File: src/sv/eot_pkg.sv
`timescale 1ns / 1ps
// Shared types, constants and the CORDIC angle table of the odometry tracker.
// No dependencies.
package eot_pkg;

	localparam int STEP_W = 5;
	localparam int TAB_LEN = 24;

	localparam logic [1:0] KIND_RIGHT = 2'd0;
	localparam logic [1:0] KIND_LEFT  = 2'd1;
	localparam logic [1:0] KIND_TICK  = 2'd2;
	localparam logic [1:0] KIND_RSVD  = 2'd3;

	localparam logic [1:0] REG_RIGHT_SCALE = 2'd0;
	localparam logic [1:0] REG_LEFT_SCALE  = 2'd1;
	localparam logic [1:0] REG_PERIOD      = 2'd2;
	localparam logic [1:0] REG_RSVD        = 2'd3;

	localparam logic [3:0] OP_NONE  = 4'd0;
	localparam logic [3:0] OP_IDLE  = 4'd1;
	localparam logic [3:0] OP_MUL_R = 4'd2;
	localparam logic [3:0] OP_MUL_L = 4'd3;
	localparam logic [3:0] OP_PREP  = 4'd4;
	localparam logic [3:0] OP_ITER  = 4'd5;
	localparam logic [3:0] OP_MHI   = 4'd6;
	localparam logic [3:0] OP_MLO   = 4'd7;
	localparam logic [3:0] OP_SUM   = 4'd8;
	localparam logic [3:0] OP_UPD   = 4'd9;
	localparam logic [3:0] OP_OUT   = 4'd10;

	localparam logic signed [27:0] FULL_TURN    = 28'sd23592960;
	localparam logic signed [27:0] HALF_TURN    = 28'sd11796480;
	localparam logic signed [27:0] QUARTER_TURN = 28'sd5898240;
	localparam logic signed [31:0] GAIN_Q28     = 32'sd163008219;

	typedef struct packed {
		logic [3:0]        op;
		logic              accept;
		logic              sel_y;
		logic [STEP_W-1:0] step;
	} cmd_t;

	typedef struct packed {
		logic upd_due;
	} sts_t;

	function automatic logic [21:0] atan_tab(input logic [STEP_W-1:0] i);
		logic [21:0] v;
		case (i)
			5'd0: v = 22'd2949120;
			5'd1: v = 22'd1740967;
			5'd2: v = 22'd919879;
			5'd3: v = 22'd466945;
			5'd4: v = 22'd234379;
			5'd5: v = 22'd117304;
			5'd6: v = 22'd58666;
			5'd7: v = 22'd29335;
			5'd8: v = 22'd14668;
			5'd9: v = 22'd7334;
			5'd10: v = 22'd3667;
			5'd11: v = 22'd1833;
			5'd12: v = 22'd917;
			5'd13: v = 22'd458;
			5'd14: v = 22'd229;
			5'd15: v = 22'd115;
			5'd16: v = 22'd57;
			5'd17: v = 22'd29;
			5'd18: v = 22'd14;
			5'd19: v = 22'd7;
			5'd20: v = 22'd4;
			5'd21: v = 22'd2;
			5'd22: v = 22'd1;
			default: v = 22'd0;
		endcase
		return v;
	endfunction

endpackage

File: src/sv/eot_ctrl.sv
`timescale 1ns / 1ps
// Sequencing state machine of the odometry tracker.
// Depends on eot_pkg.
module eot_ctrl #(
	parameter int CORDIC_STEPS = 16
) (
	input  logic          clk,
	input  logic          arst_n,
	input  logic          s_tvalid,
	output logic          s_tready,
	output logic          m_tvalid,
	input  logic          m_tready,
	input  eot_pkg::sts_t sts,
	output eot_pkg::cmd_t cmd
);

	localparam logic [3:0] ST_IDLE  = 4'd0;
	localparam logic [3:0] ST_MUL_R = 4'd1;
	localparam logic [3:0] ST_MUL_L = 4'd2;
	localparam logic [3:0] ST_PREP  = 4'd3;
	localparam logic [3:0] ST_ITER  = 4'd4;
	localparam logic [3:0] ST_MHI_X = 4'd5;
	localparam logic [3:0] ST_MLO_X = 4'd6;
	localparam logic [3:0] ST_SUM_X = 4'd7;
	localparam logic [3:0] ST_UPD_X = 4'd8;
	localparam logic [3:0] ST_MHI_Y = 4'd9;
	localparam logic [3:0] ST_MLO_Y = 4'd10;
	localparam logic [3:0] ST_SUM_Y = 4'd11;
	localparam logic [3:0] ST_UPD_Y = 4'd12;
	localparam logic [3:0] ST_OUT   = 4'd13;

	localparam logic [eot_pkg::STEP_W-1:0] LAST_STEP = eot_pkg::STEP_W'(CORDIC_STEPS - 1);

	logic [3:0]                   state_q, state_d;
	logic [eot_pkg::STEP_W-1:0]   step_q;
	logic                         mvalid_q;
	logic                         out_ok;

	assign s_tready = (state_q == ST_IDLE);
	assign m_tvalid = mvalid_q;
	assign out_ok   = !mvalid_q || m_tready;

	always_comb begin
		state_d    = state_q;
		cmd.op     = eot_pkg::OP_NONE;
		cmd.accept = 1'b0;
		cmd.sel_y  = 1'b0;
		cmd.step   = step_q;
		case (state_q)
			ST_IDLE: begin
				cmd.op     = eot_pkg::OP_IDLE;
				cmd.accept = s_tvalid;
				if (s_tvalid && sts.upd_due) state_d = ST_MUL_R;
			end
			ST_MUL_R: begin cmd.op = eot_pkg::OP_MUL_R; state_d = ST_MUL_L; end
			ST_MUL_L: begin cmd.op = eot_pkg::OP_MUL_L; state_d = ST_PREP; end
			ST_PREP:  begin cmd.op = eot_pkg::OP_PREP;  state_d = ST_ITER; end
			ST_ITER: begin
				cmd.op = eot_pkg::OP_ITER;
				if (step_q == LAST_STEP) state_d = ST_MHI_X;
			end
			ST_MHI_X: begin cmd.op = eot_pkg::OP_MHI; state_d = ST_MLO_X; end
			ST_MLO_X: begin cmd.op = eot_pkg::OP_MLO; state_d = ST_SUM_X; end
			ST_SUM_X: begin cmd.op = eot_pkg::OP_SUM; state_d = ST_UPD_X; end
			ST_UPD_X: begin cmd.op = eot_pkg::OP_UPD; state_d = ST_MHI_Y; end
			ST_MHI_Y: begin
				cmd.op = eot_pkg::OP_MHI; cmd.sel_y = 1'b1; state_d = ST_MLO_Y;
			end
			ST_MLO_Y: begin
				cmd.op = eot_pkg::OP_MLO; cmd.sel_y = 1'b1; state_d = ST_SUM_Y;
			end
			ST_SUM_Y: begin
				cmd.op = eot_pkg::OP_SUM; cmd.sel_y = 1'b1; state_d = ST_UPD_Y;
			end
			ST_UPD_Y: begin
				cmd.op = eot_pkg::OP_UPD; cmd.sel_y = 1'b1; state_d = ST_OUT;
			end
			ST_OUT: begin
				if (out_ok) begin
					cmd.op  = eot_pkg::OP_OUT;
					state_d = ST_IDLE;
				end
			end
			default: state_d = ST_IDLE;
		endcase
	end

	always_ff @(posedge clk or negedge arst_n) begin
		if (!arst_n) begin
			state_q  <= ST_IDLE;
			step_q   <= '0;
			mvalid_q <= 1'b0;
		end else begin
			state_q <= state_d;
			if (state_q == ST_PREP) step_q <= '0;
			else if (state_q == ST_ITER) step_q <= step_q + 1'b1;
			if (cmd.op == eot_pkg::OP_OUT) mvalid_q <= 1'b1;
			else if (m_tready) mvalid_q <= 1'b0;
		end
	end

endmodule

File: src/sv/eot_dp.sv
`timescale 1ns / 1ps
// Datapath: encoder counters, shared multiplier, CORDIC atan and sin/cos, pose accumulators.
// Depends on eot_pkg.
module eot_dp #(
	parameter int WHEEL_TRACK_MM = 200
) (
	input  logic          clk,
	input  logic          arst_n,
	input  logic          cfg_we,
	input  logic [1:0]    cfg_index,
	input  logic [17:0]   cfg_data,
	input  logic [1:0]    kind,
	input  logic          phase_b,
	input  eot_pkg::cmd_t cmd,
	output eot_pkg::sts_t sts,
	output logic [89:0]   result
);

	localparam logic signed [39:0] TRACK_Q16 = 40'(WHEEL_TRACK_MM) <<< 16;

	logic [17:0]        rs_q, ls_q;
	logic [9:0]         per_q, tick_q, tick_nxt;
	logic signed [15:0] rc_q, lc_q;
	logic signed [31:0] x_q, y_q;
	logic signed [25:0] h_q;
	logic signed [50:0] prod_q, prod;
	logic signed [18:0] ma;
	logic signed [31:0] mb, cs;
	logic signed [33:0] dr_q, dl;
	logic signed [34:0] r_q;
	logic signed [36:0] e;
	logic signed [39:0] vx_q, vy_q;
	logic signed [27:0] z_q, a_q, hn, fa;
	logic signed [26:0] hn_q;
	logic               zero_q, neg_q, fneg;
	logic signed [31:0] cx_q, cy_q;
	logic signed [65:0] acc_q;
	logic signed [37:0] dpos;
	logic signed [39:0] psum;
	logic signed [31:0] psat;
	logic signed [27:0] tab, hh, hw;
	logic [89:0]        out_q;

	assign tick_nxt    = tick_q + 10'd1;
	assign sts.upd_due = (kind == eot_pkg::KIND_TICK) && (tick_nxt >= per_q);
	assign result      = out_q;
	assign tab         = 28'($signed({1'b0, eot_pkg::atan_tab(cmd.step)}));

	always_comb begin
		cs = cmd.sel_y ? cy_q : cx_q;
		if (neg_q) cs = -cs;
		case (cmd.op)
			eot_pkg::OP_MUL_R: begin ma = 19'(rc_q); mb = 32'($signed({1'b0, rs_q})); end
			eot_pkg::OP_MUL_L: begin ma = 19'(lc_q); mb = 32'($signed({1'b0, ls_q})); end
			eot_pkg::OP_MHI:   begin ma = 19'($signed(r_q[34:18])); mb = cs; end
			default:           begin ma = $signed({1'b0, r_q[17:0]}); mb = cs; end
		endcase
		prod = ma * mb;
	end

	always_comb begin
		dl  = prod_q[33:0];
		e   = (37'(dl) - 37'(dr_q)) <<< 1;
		hn  = (h_q < 0) ? 28'(h_q) + eot_pkg::FULL_TURN : 28'(h_q);
		fa  = (hn > eot_pkg::HALF_TURN) ? hn - eot_pkg::FULL_TURN : hn;
		fneg = 1'b0;
		if (fa > eot_pkg::QUARTER_TURN) begin
			fa = fa - eot_pkg::HALF_TURN; fneg = 1'b1;
		end else if (fa < -eot_pkg::QUARTER_TURN) begin
			fa = fa + eot_pkg::HALF_TURN; fneg = 1'b1;
		end
		dpos = 38'(acc_q >>> 28);
		psum = (cmd.sel_y ? 40'(y_q) : 40'(x_q)) + 40'(dpos);
		if (psum > 40'sd2147483647) psat = 32'sh7fffffff;
		else if (psum < -40'sd2147483648) psat = 32'sh80000000;
		else psat = psum[31:0];
		hh = 28'(hn_q) - z_q;
		if (hh > eot_pkg::FULL_TURN) hw = hh - eot_pkg::FULL_TURN;
		else if (hh < -eot_pkg::FULL_TURN) hw = hh + eot_pkg::FULL_TURN;
		else hw = hh;
	end

	always_ff @(posedge clk or negedge arst_n) begin
		if (!arst_n) begin
			rs_q   <= 18'd65536;
			ls_q   <= 18'd65536;
			per_q  <= 10'd50;
			tick_q <= '0;
			rc_q   <= '0;
			lc_q   <= '0;
			x_q    <= '0;
			y_q    <= '0;
			h_q    <= '0;
		end else begin
			if (cfg_we) begin
				case (cfg_index)
					eot_pkg::REG_RIGHT_SCALE: rs_q  <= cfg_data;
					eot_pkg::REG_LEFT_SCALE:  ls_q  <= cfg_data;
					eot_pkg::REG_PERIOD:      per_q <= cfg_data[9:0];
					default: ;
				endcase
			end
			if (cmd.accept) begin
				case (kind)
					eot_pkg::KIND_RIGHT: begin
						if (phase_b) begin
							if (rc_q != 16'sh7fff) rc_q <= rc_q + 16'sd1;
						end else if (rc_q != 16'sh8000) rc_q <= rc_q - 16'sd1;
					end
					eot_pkg::KIND_LEFT: begin
						if (!phase_b) begin
							if (lc_q != 16'sh7fff) lc_q <= lc_q + 16'sd1;
						end else if (lc_q != 16'sh8000) lc_q <= lc_q - 16'sd1;
					end
					eot_pkg::KIND_TICK: tick_q <= sts.upd_due ? 10'd0 : tick_nxt;
					default: ;
				endcase
			end
			if (cmd.op == eot_pkg::OP_UPD) begin
				if (cmd.sel_y) y_q <= psat;
				else x_q <= psat;
			end
			if (cmd.op == eot_pkg::OP_OUT) begin
				h_q  <= hw[25:0];
				rc_q <= '0;
				lc_q <= '0;
			end
		end
	end

	always_ff @(posedge clk) begin
		case (cmd.op)
			eot_pkg::OP_MUL_R: prod_q <= prod;
			eot_pkg::OP_MUL_L: begin
				dr_q   <= prod_q[33:0];
				prod_q <= prod;
			end
			eot_pkg::OP_PREP: begin
				r_q    <= 35'(dr_q) + 35'(dl);
				vx_q   <= TRACK_Q16;
				vy_q   <= 40'(e);
				z_q    <= '0;
				zero_q <= (e == '0);
				hn_q   <= hn[26:0];
				a_q    <= fa;
				neg_q  <= fneg;
				cx_q   <= eot_pkg::GAIN_Q28;
				cy_q   <= '0;
			end
			eot_pkg::OP_ITER: begin
				if (!zero_q) begin
					if (vy_q >= 0) begin
						vx_q <= vx_q + (vy_q >>> cmd.step);
						vy_q <= vy_q - (vx_q >>> cmd.step);
						z_q  <= z_q + tab;
					end else begin
						vx_q <= vx_q - (vy_q >>> cmd.step);
						vy_q <= vy_q + (vx_q >>> cmd.step);
						z_q  <= z_q - tab;
					end
				end
				if (a_q >= 0) begin
					cx_q <= cx_q - (cy_q >>> cmd.step);
					cy_q <= cy_q + (cx_q >>> cmd.step);
					a_q  <= a_q - tab;
				end else begin
					cx_q <= cx_q + (cy_q >>> cmd.step);
					cy_q <= cy_q - (cx_q >>> cmd.step);
					a_q  <= a_q + tab;
				end
			end
			eot_pkg::OP_MHI: prod_q <= prod;
			eot_pkg::OP_MLO: begin
				acc_q  <= 66'(prod_q) <<< 18;
				prod_q <= prod;
			end
			eot_pkg::OP_SUM: acc_q <= acc_q + 66'(prod_q) + 66'sd134217728;
			eot_pkg::OP_OUT: out_q <= {hw[25:0], y_q, x_q};
			default: ;
		endcase
	end

endmodule

File: src/sv/encoder_odometry_tracker_core.sv
`timescale 1ns / 1ps
// Encoder and tick items are taken whenever no update is running; each is applied as it is taken.
// A tick that ends a period starts an update: two count multiplies, the shared CORDIC loop,
// then high product, low product, sum and update per axis on one 19x32 multiplier.
// Next item taken the cycle after the result is registered; a pending result stalls only the
// end of the following update. Reset clears counts, pose and registers to their defaults.
module encoder_odometry_tracker_core #(
	parameter int WHEEL_TRACK_MM = 200,
	parameter int CORDIC_STEPS   = 16
) (
	input  logic        clk,
	input  logic        arst_n,
	input  logic        cfg_we,
	input  logic [1:0]  cfg_index,
	input  logic [17:0] cfg_data,
	input  logic        s_tvalid,
	output logic        s_tready,
	input  logic [7:0]  s_tdata,   // [0] phase_b
	input  logic [1:0]  s_tuser,   // [1:0] kind
	output logic        m_tvalid,
	input  logic        m_tready,
	output logic [95:0] m_tdata    // [31:0] pos_x, [63:32] pos_y, [89:64] heading
);

	eot_pkg::cmd_t cmd;
	eot_pkg::sts_t sts;
	logic [89:0]   result;

	eot_ctrl #(.CORDIC_STEPS(CORDIC_STEPS)) u_ctrl (
		.clk(clk), .arst_n(arst_n),
		.s_tvalid(s_tvalid), .s_tready(s_tready),
		.m_tvalid(m_tvalid), .m_tready(m_tready),
		.sts(sts), .cmd(cmd)
	);

	eot_dp #(.WHEEL_TRACK_MM(WHEEL_TRACK_MM)) u_dp (
		.clk(clk), .arst_n(arst_n),
		.cfg_we(cfg_we), .cfg_index(cfg_index), .cfg_data(cfg_data),
		.kind(s_tuser), .phase_b(s_tdata[0]),
		.cmd(cmd), .sts(sts), .result(result)
	);

	assign m_tdata = {6'd0, result};

	a_accept_idle: assert property (@(posedge clk) disable iff (!arst_n)
		s_tready |-> (cmd.op == eot_pkg::OP_IDLE))
		else $error("input taken outside idle");

	a_rise_from_out: assert property (@(posedge clk) disable iff (!arst_n)
		$rose(m_tvalid) |-> $past(cmd.op == eot_pkg::OP_OUT))
		else $error("result valid without load");

	a_heading_range: assert property (@(posedge clk) disable iff (!arst_n)
		m_tvalid |-> ($signed(m_tdata[89:64]) <= 26'sd23592960 &&
			$signed(m_tdata[89:64]) >= -26'sd23592960))
		else $error("heading out of range");

endmodule
File: config.mk
export PLATFORM = sky130hd
export DESIGN_NAME = encoder_odometry_tracker_core
export DESIGN_NICKNAME = d
export VERILOG_FILES = /design/src/sv/eot_pkg.sv /design/src/sv/eot_ctrl.sv /design/src/sv/eot_dp.sv /design/src/sv/encoder_odometry_tracker_core.sv
export SDC_FILE = /design/constraint.sdc
export NUM_CORES = 2
export LEC_CHECK = 0
export BUFFER_PORTS_ARGS = -buffer_cell sky130_fd_sc_hd__buf_2
export CORE_MARGIN = 1.5
export CORE_UTILIZATION = 50
export DETAILED_ROUTE_END_ITERATION = 8
export HOLD_SLACK_MARGIN = 0.06
export PLACE_DENSITY = 0.66
export SETUP_SLACK_MARGIN = 0.05
export SYNTH_ARGS = -nofsm -noshare
export SYNTH_HDL_FRONTEND = slang
export SYNTH_SLANG_ARGS = --single-unit
File: constraint.sdc
create_clock -name clk -period 12.05 [get_ports clk]
set_input_delay 0.6025 -clock clk [delete_from_list [all_inputs] [get_ports clk]]
set_output_delay 0.6025 -clock clk [all_outputs]
set_load 0.02 [all_outputs]
* Word-level counts from Yosys, hierarchy flattened *
Memory sizes are Yosys's and may differ from the RTL's.
Cells that the tools add are included.

operators by class
  $add $sub $neg = 31
  multiply operators = 1
  $lt $le $gt $ge = 11
  equal/unequal tests = 37
  shift operators = 4
  multiplexer cells = 55
  bitwise operators = 1
  reductions and logical operators = 33

operators by type and width
  operator                                                          number
  40-bit two-way mux                                                5
  28-bit two-way mux                                                7
  16-bit two-way mux                                                12
  32-bit two-way mux                                                6
  32-bit case mux with 2 select lines                               3
  40-bit case mux with 2 select lines                               2
  66-bit case mux with 2 select lines                               1
  28-bit case mux with 2 select lines                               2
  40-bit adder                                                      2
  40-bit by 5-bit >>> shifter with 40-bit output                    2
  40-bit subtractor                                                 2
  66-bit by 29-bit adder with 66-bit output, second input constant  1
  66-bit by 51-bit adder with 66-bit output                         1
  32-bit adder                                                      2
  16-bit inequality test, second input constant                     4
  32-bit by 5-bit >>> shifter with 32-bit output                    2
  32-bit subtractor                                                 2
  19-bit case mux with 3 select lines                               1
  28-bit by 23-bit adder with 28-bit output                         2
  4-bit case mux with 14 select lines                               1
  28-bit by 23-bit subtractor with 28-bit output                    2
  26-bit two-way mux                                                2
  19-bit by 32-bit multiplier with 51-bit output                    1
  40-bit by 38-bit adder with 40-bit output                         1
  54 further kinds                                                  107

word-level totals
  bits in registers = 693
  ROM bits = 704
  bits of input ports = 35
  logic and storage cells = 200
  memories = 1

memories
  name             depth  width  read ports  clocked after Yosys merged registers in  write ports  line           RTL
  (no name shown)  32     22     1           0                                        0            eot_pkg.sv:49  case (i)

* Depth between registers and ports, before layout *
  depth after elaboration = 8
  gate-level depth with buffers = 44

* Cells and area by module *
From an unflattened synthesis, not the netlist that was laid out.

unflattened totals
  cells, all modules = 9210
  area total of the unflattened synthesis = 83941.8 um2

by module, submodules not included
  module                         instances  cells an instance  area an instance (um2)  sequential area each (um2)
  eot_dp                         1          9127               83171.0                 19625.1
  eot_ctrl                       1          76                 721.9                   250.2
  encoder_odometry_tracker_core  1          7                  48.8                    0.0

* Least setup slack after synthesis *
OpenSTA, ideal clock, no wires.

  path kind = register -> register
  start point = reg u_ctrl.state_q[0]
  end point = reg u_dp.prod_q[50], data pin
  library setup time = 260 ps
  data arrival time = 10600 ps
  required time = 11790 ps
  path slack = 1191 ps
  stages on the path, launching flop included = 45
  path buffers = 5
  clock period less this slack = 10859 ps
  cells stage by stage = dfrtp_1 -> nor2_1 -> xnor2_1 -> nand2_1 -> clkbuf_1 -> clkbuf_1 -> buf_1 -> clkbuf_1 -> mux2i_1 -> ha_1 -> o21ai_0 -> nor3_1 -> nor2b_1 -> nand2_1 -> o31ai_1 -> a21boi_0 -> xnor2_1 -> nor2_1 -> (+9 left out) -> fa_1 -> fa_1 -> ha_1 -> ha_1 -> a21o_1 -> a21o_1 -> a21o_1 -> a21o_1 -> a21oi_1 -> o21ai_0 -> a211oi_1 -> nor2_1 -> or4_1 -> a31o_2 -> a41o_1 -> a21o_1 -> a21oi_1 -> xnor2_1

on the way
  longest elaborated chain between the ends = 8
  elaborated cells on any way between the ends = 30
  classes of those cells = add/sub: 1; mul: 1; eq/ne: 16; mux: 6; reduce/logical: 6

ends and longest elaborated chain
  element                                             line            RTL
  from (decl)                                         eot_ctrl.sv:34  logic [3:0] state_q, state_d;
  from (signal assigned)                              eot_ctrl.sv:94  state_q <= state_d;
  4-bit equality test                                 eot_ctrl.sv:49  case (state_q)
  4-bit OR reduction (no source line)                 -
  1-bit two-way mux                                   eot_ctrl.sv:49
  32-bit two-way mux                                  eot_dp.sv:50    cs = cmd.sel_y ? cy_q : cx_q;
  32-bit negation                                     eot_dp.sv:51    if (neg_q) cs = -cs;
  32-bit two-way mux                                  eot_dp.sv:51
  32-bit case mux with 2 select lines                 eot_dp.sv:52    case (cmd.op)
  19-bit by 32-bit multiplier with 51-bit output (*)  eot_dp.sv:58    prod = ma * mb;
  net u_dp.prod[50]                                   eot_dp.sv:26    logic signed [50:0] prod_q, prod;
  to (signal assigned)                                eot_dp.sv:133   eot_pkg::OP_MUL_R: prod_q <= prod;
  to (signal assigned)                                eot_dp.sv:136   prod_q <= prod;
  to (signal assigned)                                eot_dp.sv:172   eot_pkg::OP_MHI: prod_q <= prod;
  to (decl)                                           eot_dp.sv:26

The timed path passes the listed nets; every way through them passes the cells marked *.
A chain may end at the register's enable or synchronous reset.

* Worst setup path after layout *
  start point = reg u_ctrl.state_q[1]
  end point = reg u_dp.prod_q[43], data pin

The elaborated chain is that of the path after synthesis.

==> flow_metrics.tcl <==
set metrics [dict create \
    timing.critical_path.slowest_stage_cell "sky130_fd_sc_hd__a21oi_1" \
    worstPathRequired_ps 12520 \
    fp.dieH_um 409 \
    cts.clk_slew.worst_paths_ps 60 \
    via_per_inst 6.02 \
    post-route-period-util 0.948 \
    period_needed_ps 11420 \
    max_cap_viol_count 0 \
    timing_hold_violations_final 0 \
    tritoncts_sink_count 693 \
    tns_ps 0 \
    design.final.nets 10400 \
    grt_start_max_net_pins 99 \
    worstSetupEndpoint "u_dp.prod_q[43]$_DFFE_PP_" \
    startpoint_type "flip-flop" \
    timing.critical_path.fanout_max 26 \
    timing.reg2reg.worst_path_depth 35 \
    initial_utilization 0.505 \
    num_vias 68200 \
    drt_first_pass_iters 8 \
    ys_async_sr_fraction 0.271 \
    yosysTopAreaCellShare 0.184 \
    post_synth_instance_area_um2 82600 \
    worstSkewPairLatency_ps 740 \
    wl_per_cell_um 21.5 \
    achievable-frequency_ghz 0.0876 \
    synth-seq-area-share 0.241 \
    slew_headroom 0.132 \
    critPathMostFrequentCell "sky130_fd_sc_hd__fa_1" \
    overflow 0 \
    synthFlopType "sky130_fd_sc_hd__edfxtp_1" \
    iteration_0_drc_count_of_the_detailed_router 6007 \
    gpl.final_weighted_congestion 0.970 \
    worst_clock_skew_ps 55.2 \
    yosys-top-cells-area "sky130_fd_sc_hd__edfxtp_1 (18%), sky130_fd_sc_hd__fa_1 (15%), sky130_fd_sc_hd__ha_1 (10%)" \
    synthDistinctLibCells 119 \
    register_to_register_setup_slack_ps 630 \
    final_core_util 0.540 \
    drt-total-wl_mm 244 \
    timing_worst_setup_path_type "flip-flop to flip-flop" \
    synth.avg_cell_area_um2 9.00 \
    first_pass_grt_wire_length_mm 380 \
    layout-drive-gt1-share 0.0860 \
    areaGrowthSynthToFinish_pct 6.78 \
    globalRouteTotalUtil 0.287 \
    dpl-instance-area_um2 85100 \
    tritoncts "yes" \
    rsz_0062_raised_after_global_routing "false" \
    antenna_found_initial 2 \
    worst_r2r_startpoint "u_ctrl.state_q[1]$_DFFE_PN0P_" \
    fp.coreArea_um2 163000 \
    crit_path_end_kind "flip-flop" \
    cts-root-to-sink-buffers 3 \
    synth.largest_area_cell "sky130_fd_sc_hd__edfxtp_1" \
    report.final.setup_viol 0 \
    cts.root.buffer_cell "sky130_fd_sc_hd__clkbuf_16" \
    numPortBuffers 119 \
    yosys_register_bits 693 \
    yosys_warnings 0 \
    stdcell_area_um2 88200 \
    synth_enable_flop_cells 505 \
    final_antenna_net_count 0 \
    rr_endpoint "u_dp.prod_q[43]$_DFFE_PP_" \
    floorplan.rows 148 \
    timing.critical_path.slowest_cell_delay_ps 880 \
    pin_count 133 \
    final_number_of_max_transition_violations 0 \
    hold-worst-slack_ps 137 \
    htree_num_levels 3 \
    worstMarginPinSlew_ps 1300 \
    syn-instance-count 9176 \
    hold_depth 2 \
    tritoncts.num_buffers 83 \
    arrival_ps 11890 \
    dp_hpwl_mm 188 \
    post_detailed_route_drc_marker_count 0 \
    run_status "finished clean" \
    design.die.area_um2 168000 \
    synthMostInstantiatedCell "sky130_fd_sc_hd__nand2_1" \
    startpoint "u_ctrl.state_q[1]$_DFFE_PN0P_" \
    hold_class "input port to flip-flop" \
    netlist_top_cells_count "sky130_fd_sc_hd__nand2_1 (1,202), sky130_fd_sc_hd__nor2_1 (893), sky130_fd_sc_hd__inv_1 (812), sky130_fd_sc_hd__ha_1 (657), sky130_fd_sc_hd__fa_1 (604)" \
    die_width_um 409 \
    vias_in_the_first_global_route 66800 \
]
[state kept, by name (all words and copies together), names as in the netlist, 18 cells and up]
| register | flops |
|---|---|
| u_dp.result | 90 |
| u_dp.acc_q | 66 |
| u_dp.prod_q | 51 |
| u_dp.dr_q | 34 |
| u_dp.r_q | 35 |
| u_dp.vy_q | 40 |
| u_dp.cx_q | 32 |
| u_dp.z_q | 28 |
| u_dp.rs_q | 18 |
| u_dp.hn_q | 27 |
| u_dp.vx_q | 40 |
| u_dp.h_q | 26 |
| u_dp.ls_q | 18 |
| u_dp.y_q | 32 |
| u_dp.cy_q | 32 |
| u_dp.a_q | 28 |
| u_dp.x_q | 32 |
[metrics by stage]
step                cells  setup WS [ps]
floorplan            9181           1190
global placement    11200            587
detailed placement  11200            494
CTS                 11300            466
global route        11300            109
finish              11300            628
[cells by family after synthesis]
logic type                 count (synthesis)  synth area share
adders and majority gates               1261             0.246
and+or+nand+nor                         2957             0.159
muxes                                    400            0.0755
AOI/OAI and AO/OA                       2023             0.154
buffers and inverters                   1236            0.0605
DFF                                      693             0.241
xor gates and xnor gates                 605            0.0642
other                                      1         0.0000454
[layout by cell type, fill, tap and decap left out, drive strengths merged, types with 40 or more instances in the layout]
| cell | netlist | layout |
|---|---|---|
| or3 | 46 | 46 |
| inv | 817 | 823 |
| fa | 604 | 604 |
| o21ai | 616 | 616 |
| o31ai | 75 | 75 |
| a21o | 241 | 241 |
| mux2 | 117 | 117 |
| a211oi | 58 | 58 |
| nor2b | 62 | 62 |
| nor2 | 898 | 898 |
| a21oi | 520 | 520 |
| ha | 657 | 657 |
| and3 | 61 | 61 |
| xor2 | 236 | 236 |
| buf | 119 | 231 |
| and2 | 67 | 67 |
| nand2b | 118 | 118 |
| edfxtp | 505 | 505 |
| xnor2 | 369 | 369 |
| o21a | 68 | 68 |
| nand4 | 40 | 40 |
| nand2 | 1205 | 1205 |
| or2 | 45 | 45 |
| a31oi | 61 | 61 |
| nor3 | 167 | 167 |
| dfrtp | 183 | 183 |
| mux4 | 159 | 159 |
| clkbuf | 299 | 109 |
| nand3 | 133 | 133 |
| mux2i | 124 | 124 |
| o21bai | 56 | 56 |
[final cells by class]
class | count | area [um2]
fill | 14900 | 75200
multi-input combinational | 7252 | 57900
tap | 2175 | 2720
sequential | 693 | 19900
timing repair buffer | 233 | 1470
antenna | 4 | 10.0
inverter | 818 | 3080
clock buffer | 108 | 2350
clock inverter | 48 | 699
[metal layers]
layer  global-route usage  part of all wire  up-vias
li1                     -                 -    31600
met1                0.395              0.43    33700
met2                0.457              0.46     2498
met3               0.0445             0.073      436
met4                0.107             0.039        2
met5                    0          0.000049        -
[worst max-delay path, delay by kind of cell, from the launching register on]
kind                     cells  cell delay [ps]
buffers and inverters        4              640
AND/OR/NAND/NOR             10             2080
adder cells (fa/ha/maj)      8             3720
AO/OA/AOI/OAI               10             3340
XOR/XNOR                     3              770
flip-flops                   1              600
[worst min-delay path by stage]
stage	slack (ps)	startpoint	to
floorplan	310	arst_n	u_ctrl.m_tvalid$_DFFE_PN0P_
global placement	460	u_dp.y_q[25]$_DFFE_PN0P_	u_dp.result[57]$_DFFE_PP_
detailed placement	460	u_dp.x_q[16]$_DFFE_PN0P_	u_dp.result[16]$_DFFE_PP_
CTS	100	cfg_data[13]	u_dp.rs_q[13]$_DFFE_PN0P_
global route	130	cfg_data[16]	u_dp.ls_q[16]$_DFFE_PN1P_
finish	140	cfg_data[13]	u_dp.rs_q[13]$_DFFE_PN0P_
[what timing repair did]
| item | 4_1_cts | 5_1_grt |
|---|---|---|
| hold buffers | 1 | 0 |
| setup endpoints to repair | 0 | 4 |
| hold endpoints to repair | 56 | 0 |
| gates resized for setup | 0 | 2 |
| buffers inserted | 0 | 0 |
Power is left out: the tool's default activity adds up to more than one toggle a clock period on the data nets, which glitch-free logic cannot reach.
